### config.mk
export PLATFORM = sky130hd
export DESIGN_NAME = rr_interval_beat_rhythm_classifier
export DESIGN_NICKNAME = d
export VERILOG_FILES = /design/src/rtl/rrbc_pkg.sv /design/src/rtl/rrbc_classify.sv /design/src/rtl/rr_interval_beat_rhythm_classifier.sv
export SDC_FILE = /design/constraint.sdc
export NUM_CORES = 2
export LEC_CHECK = 0
export CAP_MARGIN = 20
export CORE_UTILIZATION = 60
export DETAILED_ROUTE_END_ITERATION = 12
export DONT_BUFFER_PORTS = 1
export PLACE_DENSITY_LB_ADDON = 0.15
export RECOVER_POWER = 100
export SLEW_MARGIN = 30
export SYNTH_ARGS = -nofsm -noshare
export SYNTH_HDL_FRONTEND = slang
export SYNTH_HIERARCHICAL = 1
export SYNTH_SLANG_ARGS = --single-unit
### constraint.sdc
create_clock -name clk -period 16.09 [get_ports clk]
set_input_delay 1.609 -clock clk [delete_from_list [all_inputs] [get_ports clk]]
set_output_delay 1.609 -clock clk [all_outputs]
set_load 0.01 [all_outputs]
### src/rtl/rrbc_pkg.sv
// shared types and constants of the rr interval beat and rhythm classifier
`timescale 1ns / 1ps
`default_nettype none

package rrbc_pkg;

  localparam int POSITION_BITS_DEF = 32;

  // beat types
  typedef enum logic [1:0] {
    BEAT_NORMAL = 2'd0,
    BEAT_VENT   = 2'd1,
    BEAT_OTHER  = 2'd2
  } beat_t;

  // rhythm codes, ordered by severity
  typedef logic [3:0] rhythm_t;
  localparam rhythm_t RHY_NORMAL    = 4'd0;
  localparam rhythm_t RHY_OTHER_PVC = 4'd1;
  localparam rhythm_t RHY_PVC       = 4'd2;
  localparam rhythm_t RHY_PAUSE     = 4'd3;
  localparam rhythm_t RHY_COUPLET   = 4'd4;
  localparam rhythm_t RHY_TRIGEMINY = 4'd5;
  localparam rhythm_t RHY_BIGEMINY  = 4'd6;
  localparam rhythm_t RHY_OTHER_RUN = 4'd7;
  localparam rhythm_t RHY_VENT_RUN  = 4'd8;

  // configuration register indexes
  typedef logic [0:0] cfg_index_t;
  localparam cfg_index_t CFG_WIDE_QRS_LIMIT = 1'd0;
  localparam cfg_index_t CFG_PAUSE_LIMIT    = 1'd1;

  localparam logic [9:0]  WIDE_QRS_LIMIT_RST = 10'd27;
  localparam logic [15:0] PAUSE_LIMIT_RST    = 16'd300;

  localparam logic [15:0] RR_MAX = 16'hFFFF;

  // premature threshold: rr <= floor((THR_MUL*mean + THR_ADD) / THR_DIV)
  localparam int THR_MUL = 855;
  localparam int THR_ADD = 1060;
  localparam int THR_DIV = 1000;

  // beat and rhythm history, newest type at index 0
  typedef struct packed {
    logic [3:0][15:0] intervals;
    logic [15:0]      mean;
    beat_t [4:0]      types;
    rhythm_t          rhythm_max;
    beat_t            last_type;
  } hist_t;

  typedef struct packed {
    beat_t       beat_type;
    rhythm_t     rhythm_code;
    logic        classified;
    logic [15:0] current_rr;
  } result_t;

endpackage

`default_nettype wire

### src/rtl/rrbc_classify.sv
// combinational beat classification and history update for one word
`timescale 1ns / 1ps
`default_nettype none

module rrbc_classify import rrbc_pkg::*; #(
  parameter int POSITION_BITS = POSITION_BITS_DEF
) (
  input  wire logic [4:0][POSITION_BITS-1:0] pos_i,
  input  wire hist_t                         hist_i,
  input  wire logic [POSITION_BITS-1:0]      qrs_position,
  input  wire logic [9:0]                    qrs_width,
  input  wire logic                          restart,
  input  wire logic [9:0]                    wide_qrs_limit,
  input  wire logic [15:0]                   pause_limit,
  output logic [4:0][POSITION_BITS-1:0]      pos_o,
  output hist_t                              hist_o,
  output result_t                            res_o
);

  localparam logic [POSITION_BITS-1:0] RrSat = POSITION_BITS'(RR_MAX);

  function automatic logic [15:0] rr_of(input logic [POSITION_BITS-1:0] later,
                                        input logic [POSITION_BITS-1:0] earlier);
    logic [POSITION_BITS-1:0] d;
    d = later - earlier;
    return (d > RrSat) ? RR_MAX : d[15:0];
  endfunction

  logic [5:0][POSITION_BITS-1:0] q;
  logic [3:0][15:0] rr;
  hist_t       hs;
  logic        all_seen;
  logic [15:0] cur;
  logic [26:0] thr_lhs, thr_rhs;
  logic        premature;
  beat_t       t;
  logic        mean_ok;
  logic [17:0] sum_norm, sum_warm;
  rhythm_t     code;
  beat_t       h0, h1, h2, h3, h4;

  // restart clears history first, the previous beat type survives
  always_comb begin
    hs = hist_i;
    if (restart) begin
      hs.intervals  = '0;
      hs.mean       = '0;
      hs.types      = {5{BEAT_NORMAL}};
      hs.rhythm_max = RHY_NORMAL;
    end
  end

  always_comb begin
    for (int i = 0; i < 5; i++) begin
      q[i] = restart ? '0 : pos_i[i];
    end
    q[5] = qrs_position;
  end

  always_comb begin
    all_seen = 1'b1;
    for (int i = 0; i < 6; i++) begin
      if (q[i] == '0) all_seen = 1'b0;
    end
    for (int i = 0; i < 4; i++) begin
      rr[i] = rr_of(q[i+2], q[i+1]);
    end
    for (int i = 0; i < 5; i++) begin
      pos_o[i] = q[i+1];
    end
  end

  assign cur = rr[3];
  assign h0  = hs.types[0];
  assign h1  = hs.types[1];
  assign h2  = hs.types[2];
  assign h3  = hs.types[3];
  assign h4  = hs.types[4];

  // floor(x/1000) >= cur is the same as x >= 1000*cur
  assign thr_lhs   = 27'(cur) * 27'(THR_DIV);
  assign thr_rhs   = 27'(hs.mean) * 27'(THR_MUL) + 27'(THR_ADD);
  assign premature = (thr_lhs <= thr_rhs);

  always_comb begin
    if (!premature) t = BEAT_NORMAL;
    else if (qrs_width >= wide_qrs_limit) t = BEAT_VENT;
    else t = BEAT_OTHER;
  end

  // 0.7*mean < rr < 1.5*mean
  assign mean_ok = ({1'b0, cur, 1'b0} < 18'(hs.mean) * 18'd3) &&
                   (20'(cur) * 20'd10 > 20'(hs.mean) * 20'd7);

  assign sum_norm = 18'(hs.intervals[1]) + 18'(hs.intervals[2]) +
                    18'(hs.intervals[3]) + 18'(cur);
  assign sum_warm = 18'(rr[0]) + 18'(rr[1]) + 18'(rr[2]) + 18'(rr[3]);

  always_comb begin
    priority if (h1 == BEAT_VENT && h0 == BEAT_VENT && t == BEAT_VENT)
      code = RHY_VENT_RUN;
    else if (h1 == BEAT_OTHER && h0 == BEAT_OTHER && t == BEAT_OTHER)
      code = RHY_OTHER_RUN;
    else if (h2 == BEAT_NORMAL && h1 == BEAT_VENT && h0 == BEAT_NORMAL &&
             t == BEAT_VENT)
      code = RHY_BIGEMINY;
    else if (h4 == BEAT_NORMAL && h3 == BEAT_NORMAL && h2 == BEAT_VENT &&
             h1 == BEAT_NORMAL && h0 == BEAT_NORMAL && t == BEAT_VENT)
      code = RHY_TRIGEMINY;
    else if (h4 == BEAT_VENT && h3 == BEAT_VENT && h2 == BEAT_NORMAL &&
             h1 == BEAT_VENT && h0 == BEAT_VENT && t == BEAT_NORMAL)
      code = RHY_TRIGEMINY;
    else if (h0 == BEAT_VENT && t == BEAT_VENT)
      code = RHY_COUPLET;
    else if (cur >= pause_limit)
      code = RHY_PAUSE;
    else if (t == BEAT_VENT)
      code = RHY_PVC;
    else if (t == BEAT_OTHER)
      code = RHY_OTHER_PVC;
    else
      code = RHY_NORMAL;
  end

  always_comb begin
    hist_o = hs;
    res_o.current_rr = cur;
    if (all_seen) begin
      if (t == BEAT_NORMAL && h0 == BEAT_NORMAL && mean_ok) begin
        hist_o.intervals = {cur, hs.intervals[3], hs.intervals[2], hs.intervals[1]};
        hist_o.mean      = sum_norm[17:2];
      end
      if (code > hs.rhythm_max) hist_o.rhythm_max = code;
      hist_o.types     = {hs.types[3:0], t};
      hist_o.last_type = t;
      res_o.beat_type  = t;
      res_o.classified = 1'b1;
    end else begin
      // warm-up: seed the intervals with the latest rr values
      hist_o.intervals  = rr;
      hist_o.mean       = sum_warm[17:2];
      hist_o.types      = {hs.types[3:0], hs.last_type};
      hist_o.rhythm_max = RHY_NORMAL;
      hist_o.last_type  = BEAT_NORMAL;
      res_o.beat_type   = BEAT_NORMAL;
      res_o.classified  = 1'b0;
    end
    res_o.rhythm_code = hist_o.rhythm_max;
  end

endmodule

`default_nettype wire

### src/rtl/rr_interval_beat_rhythm_classifier.sv
// top level of the rr interval beat and rhythm classifier
// usage:
//   input channel: one word per detected heartbeat (qrs position, qrs width,
//   restart). a word is taken on a rising edge with in_valid high and
//   in_stall low.
//   result channel: one word per input word (beat type, rhythm code,
//   classified flag, current rr), taken on a rising edge with out_valid high
//   and out_stall low.
//   config channel: cfg_index/cfg_data written when cfg_valid and cfg_ready;
//   cfg_ready is always high. write only while the block is idle.
// path: an accepted word waits in the input register, its result then waits in the result register.
// throughput: one word per cycle while out_stall is low; the single stage between the input
//   register and the result register holds all of the classification math.
// reset: rst_n low clears the history, the rhythm maximum, the valid flags
//   and loads the default wide qrs and pause limits.
// stall: while out_stall holds a result, the next word waits in the input
//   register; in_stall rises only when that register is also full.
`timescale 1ns / 1ps
`default_nettype none

module rr_interval_beat_rhythm_classifier import rrbc_pkg::*; #(
  parameter int POSITION_BITS = POSITION_BITS_DEF
) (
  input  wire logic                     clk,
  input  wire logic                     rst_n,
  // input channel
  input  wire logic                     in_valid,
  output logic                          in_stall,
  input  wire logic [POSITION_BITS-1:0] in_qrs_position,
  input  wire logic [9:0]               in_qrs_width,
  input  wire logic                     in_restart,
  // result channel
  output logic                          out_valid,
  input  wire logic                     out_stall,
  output logic [1:0]                    out_beat_type,
  output logic [3:0]                    out_rhythm_code,
  output logic                          out_classified,
  output logic [15:0]                   out_current_rr,
  // config channel
  input  wire logic                     cfg_valid,
  output logic                          cfg_ready,
  input  wire cfg_index_t               cfg_index,
  input  wire logic [15:0]              cfg_data
);

  // config registers
  logic [9:0]  wide_qrs_limit_r;
  logic [15:0] pause_limit_r;

  // input register
  logic                     s1_valid_r, s1_valid_nxt;
  logic [POSITION_BITS-1:0] s1_position_r;
  logic [9:0]               s1_width_r;
  logic                     s1_restart_r;

  // beat history
  logic [4:0][POSITION_BITS-1:0] pos_r, pos_nxt;
  hist_t                         hist_r, hist_nxt;
  result_t                       res;

  // result register
  logic    out_valid_r, out_valid_nxt;
  result_t out_r;

  logic in_acc;
  logic adv;

  // the word in the input register moves on when the result slot is free
  assign adv      = s1_valid_r && (!out_valid_r || !out_stall);
  assign in_stall = s1_valid_r && !adv;
  assign in_acc   = in_valid && !in_stall;

  assign cfg_ready = 1'b1;

  always_comb begin
    s1_valid_nxt = s1_valid_r;
    if (in_acc) s1_valid_nxt = 1'b1;
    else if (adv) s1_valid_nxt = 1'b0;
  end

  always_comb begin
    out_valid_nxt = out_valid_r;
    if (adv) out_valid_nxt = 1'b1;
    else if (!out_stall) out_valid_nxt = 1'b0;
  end

  rrbc_classify #(
    .POSITION_BITS(POSITION_BITS)
  ) u_classify (
    .pos_i         (pos_r),
    .hist_i        (hist_r),
    .qrs_position  (s1_position_r),
    .qrs_width     (s1_width_r),
    .restart       (s1_restart_r),
    .wide_qrs_limit(wide_qrs_limit_r),
    .pause_limit   (pause_limit_r),
    .pos_o         (pos_nxt),
    .hist_o        (hist_nxt),
    .res_o         (res)
  );

  // control state and history
  always_ff @(posedge clk) begin
    if (!rst_n) begin
      s1_valid_r        <= 1'b0;
      out_valid_r       <= 1'b0;
      wide_qrs_limit_r  <= WIDE_QRS_LIMIT_RST;
      pause_limit_r     <= PAUSE_LIMIT_RST;
      pos_r             <= '0;
      hist_r.intervals  <= '0;
      hist_r.mean       <= '0;
      hist_r.types      <= {5{BEAT_NORMAL}};
      hist_r.rhythm_max <= RHY_NORMAL;
      hist_r.last_type  <= BEAT_NORMAL;
    end else begin
      s1_valid_r  <= s1_valid_nxt;
      out_valid_r <= out_valid_nxt;
      if (cfg_valid && cfg_ready) begin
        unique case (cfg_index)
          CFG_WIDE_QRS_LIMIT: wide_qrs_limit_r <= cfg_data[9:0];
          CFG_PAUSE_LIMIT:    pause_limit_r    <= cfg_data;
        endcase
      end
      if (adv) begin
        pos_r  <= pos_nxt;
        hist_r <= hist_nxt;
      end
    end
  end

  // payload registers
  always_ff @(posedge clk) begin
    if (in_acc) begin
      s1_position_r <= in_qrs_position;
      s1_width_r    <= in_qrs_width;
      s1_restart_r  <= in_restart;
    end
    if (adv) begin
      out_r <= res;
    end
  end

  assign out_valid       = out_valid_r;
  assign out_beat_type   = out_r.beat_type;
  assign out_rhythm_code = out_r.rhythm_code;
  assign out_classified  = out_r.classified;
  assign out_current_rr  = out_r.current_rr;

  // a warm-up result is always normal with a clear rhythm
  assert property (@(posedge clk) disable iff (!rst_n)
    out_valid_r && !out_r.classified |->
      out_r.beat_type == BEAT_NORMAL && out_r.rhythm_code == RHY_NORMAL)
    else $error("warm-up result carries a beat type or rhythm");

  // the rhythm maximum only grows across classified beats without restart
  assert property (@(posedge clk) disable iff (!rst_n)
    adv && res.classified && !s1_restart_r |=>
      hist_r.rhythm_max >= $past(hist_r.rhythm_max))
    else $error("rhythm maximum dropped");

  // history moves only when a word is processed
  assert property (@(posedge clk) disable iff (!rst_n)
    !adv |=> $stable(hist_r.mean) && $stable(hist_r.types))
    else $error("history changed without a word");

  // stalling the input means the input register is full
  assert property (@(posedge clk) disable iff (!rst_n)
    in_stall |-> s1_valid_r && out_valid_r && out_stall)
    else $error("input stalled with room available");

endmodule

`default_nettype wire

==> impl_metrics.yaml <==
drt:
  route.detailed.drc: 12
  wl_per_cell_um: 19.3
  drt-total-wl_um: 97900
  via_per_inst: 5.96
  drt_iter0_markers: 2534
  drtPass1Iterations: 10
  vias: 30300
  postRouteAntennaNets: 0
sta:
  max_freq_mhz: 67.0
  rsz0062_at_grt: "false"
  worst_pin_slew_ns: 6.66
  slew_viol_final: 503
  hold_violations: 0
  min_period_ns: 14.93
  setup_viol: 0
  finalCritPeriodShare_pct: 92.8
  finalClockSkew_ns: 0.0446
  slew_headroom_pct: -344
  tns_ns: 0
finish:
  final_cell_area_sq_um: 37100
  final_common_cell: "nand2_1"
  ff_latch_area_sq_um: 7350
  drive_gt1_share_pct: 3.44
  syn_to_final_growth_pct: 3.05
  fillers: 5270
  multiInputGateArea_sq_um: 25500
  nets: 4972
  layout_common_cells: "nand2_1 (592), inv_1 (462), ha_1 (421)"
synth:
  synthCells: 4440
  synth_fp_nets: 5137
  yosys_warnings: 6
  syn_area_sq_um: 36000
  syn_avg_cell_area_sq_um: 8.10
floorplan:
  io_pins: 91
  start_util_pct: 60.8
  die_area_sq_um: 60900
  coreArea_sq_um: 59100
  rows: 89
  fp.dieW_um: 247
  die_h_um: 247
outcome:
  status: "complete, but fails checks"
  violations: "design-rule violations, max-capacitance violations, max-slew violations"
critical_path:
  crit_arrival_ns: 15.24
  startpoint_type: "register"
  crit_top_cell: "o21ai_0"
  reg2reg_slack_ns: 1.16
  crit_type: "register to register"
  worst_path_max_delay_cell: "nand2_2"
  critPathCaptureType: "register"
  cp_data_required_time_ns: 16.40
  crit_path_max_fanout: 68
  path_buf_inv: 3
  max_stage_delay_ns: 0.97
  crit_family: "simple AND/OR/NAND/NOR gates"
cts:
  h-tree-depth: 2
  clockBufferDepth: 3
  clk_latency_ns: 0.60
  cts_buffers: 40
  cts.sinks: 334
  clk_pin_slew_ns: 0.06
  cts_tree: "built"
  postCtsSetupRepairBufs: 0
  clock_tree.root_cell: "clkbuf_16"
  hold_buffers: 0
  cts_resized: 0
global_route:
  grt_pass1_vias: 27700
  grt_max_degree: 509
  antenna_found_initial: 1
  grt_pass1_wl_um: 154000
  grt-ovfl-total: 0
  grt_use_total_pct: 32.1
place:
  numPortBuffers: 0
  dpl.hpwl_um: 76000
  place_area_sq_um: 35800
  gp_congestion: 0.969
pwr:
  leakage_nw: 17.0
  max-vdd-ir-drop_v: 0.0000962
  p_total_w: 0.00376
  powerDensity_nw_per_um2: 101
job:
  cap_viol_max_count: 6
hold_path:
  hp-class: "register to register"
[final cells by class]
type / instances / area share (%)
sequential: 334 / 19.8
multi-input combinational: 3407 / 68.7
inverter: 464 / 4.71
clock buffer: 54 / 2.95
timing repair buffer: 28 / 0.560
antenna: 3 / 0.0203
tap: 773 / 2.61
clock inverter: 20 / 0.608
[path summary, 6_finish.rpt]
| kind | start | end | depth (start not counted) |
|---|---|---|---|
| max | s1_restart_r$_DFFE_PP_ | hist_r[80]$_SDFFE_PN0P_ | 46 |
| min | hist_r[21]$_SDFFE_PN0P_ | hist_r[21]$_SDFFE_PN0P_ | 2 |
| max reg2reg | s1_restart_r$_DFFE_PP_ | hist_r[80]$_SDFFE_PN0P_ | 46 |
| min reg2reg | hist_r[21]$_SDFFE_PN0P_ | hist_r[21]$_SDFFE_PN0P_ | 2 |
[flip-flops by register name, indices dropped and copies added, names as in the netlist, 2 cells and up]
| signal | cells |
|---|---|
| out_current_rr | 16 |
| hist_r | 80 |
| out_beat_type | 2 |
| wide_qrs_limit_r | 10 |
| s1_width_r | 10 |
| out_rhythm_code | 4 |
| pause_limit_r | 16 |
| s1_position_r | 32 |
| pos_r | 160 |
[tightest hold or removal path, cell delays in order (launching register included)]
cell,delay (ns)
dfxtp_1,0.30
nand2_1,0.05
o21ai_0,0.06
[per-stage QoR]
stage	utilization [%]	instances	setup WS, ns	hold WS (ns)
6_report	62.7	5083	1.16	0.451
5_1_grt	62.7	5081	0.423	0.466
4_1_cts	62.8	5078	1.71	0.447
3_5_place_dp	60.5	5004	1.83	0.438
3_3_place_gp	60.5	5003	1.71	0.433
2_1_floorplan	-	4440	4.11	0.424
[report_power, final]
part           total (W)  leakage [nW]  internal [W]  switching [W]
clock           0.000911         0.637      0.000518       0.000393
combinational    0.00193          13.6      0.000787        0.00114
sequential      0.000916          2.76      0.000894      0.0000222
[per-layer routing]
metal | GRT usage, % | up-vias | part of all wire (%)
li1 | - | 15000 | -
met1 | 45.2 | 14400 | 46
met2 | 51.8 | 795 | 46
met3 | 2.98 | 128 | 5.4
met4 | 9.68 | 0 | 2.8
met5 | 0 | - | 0
Power figures use the tool's default switching activity.
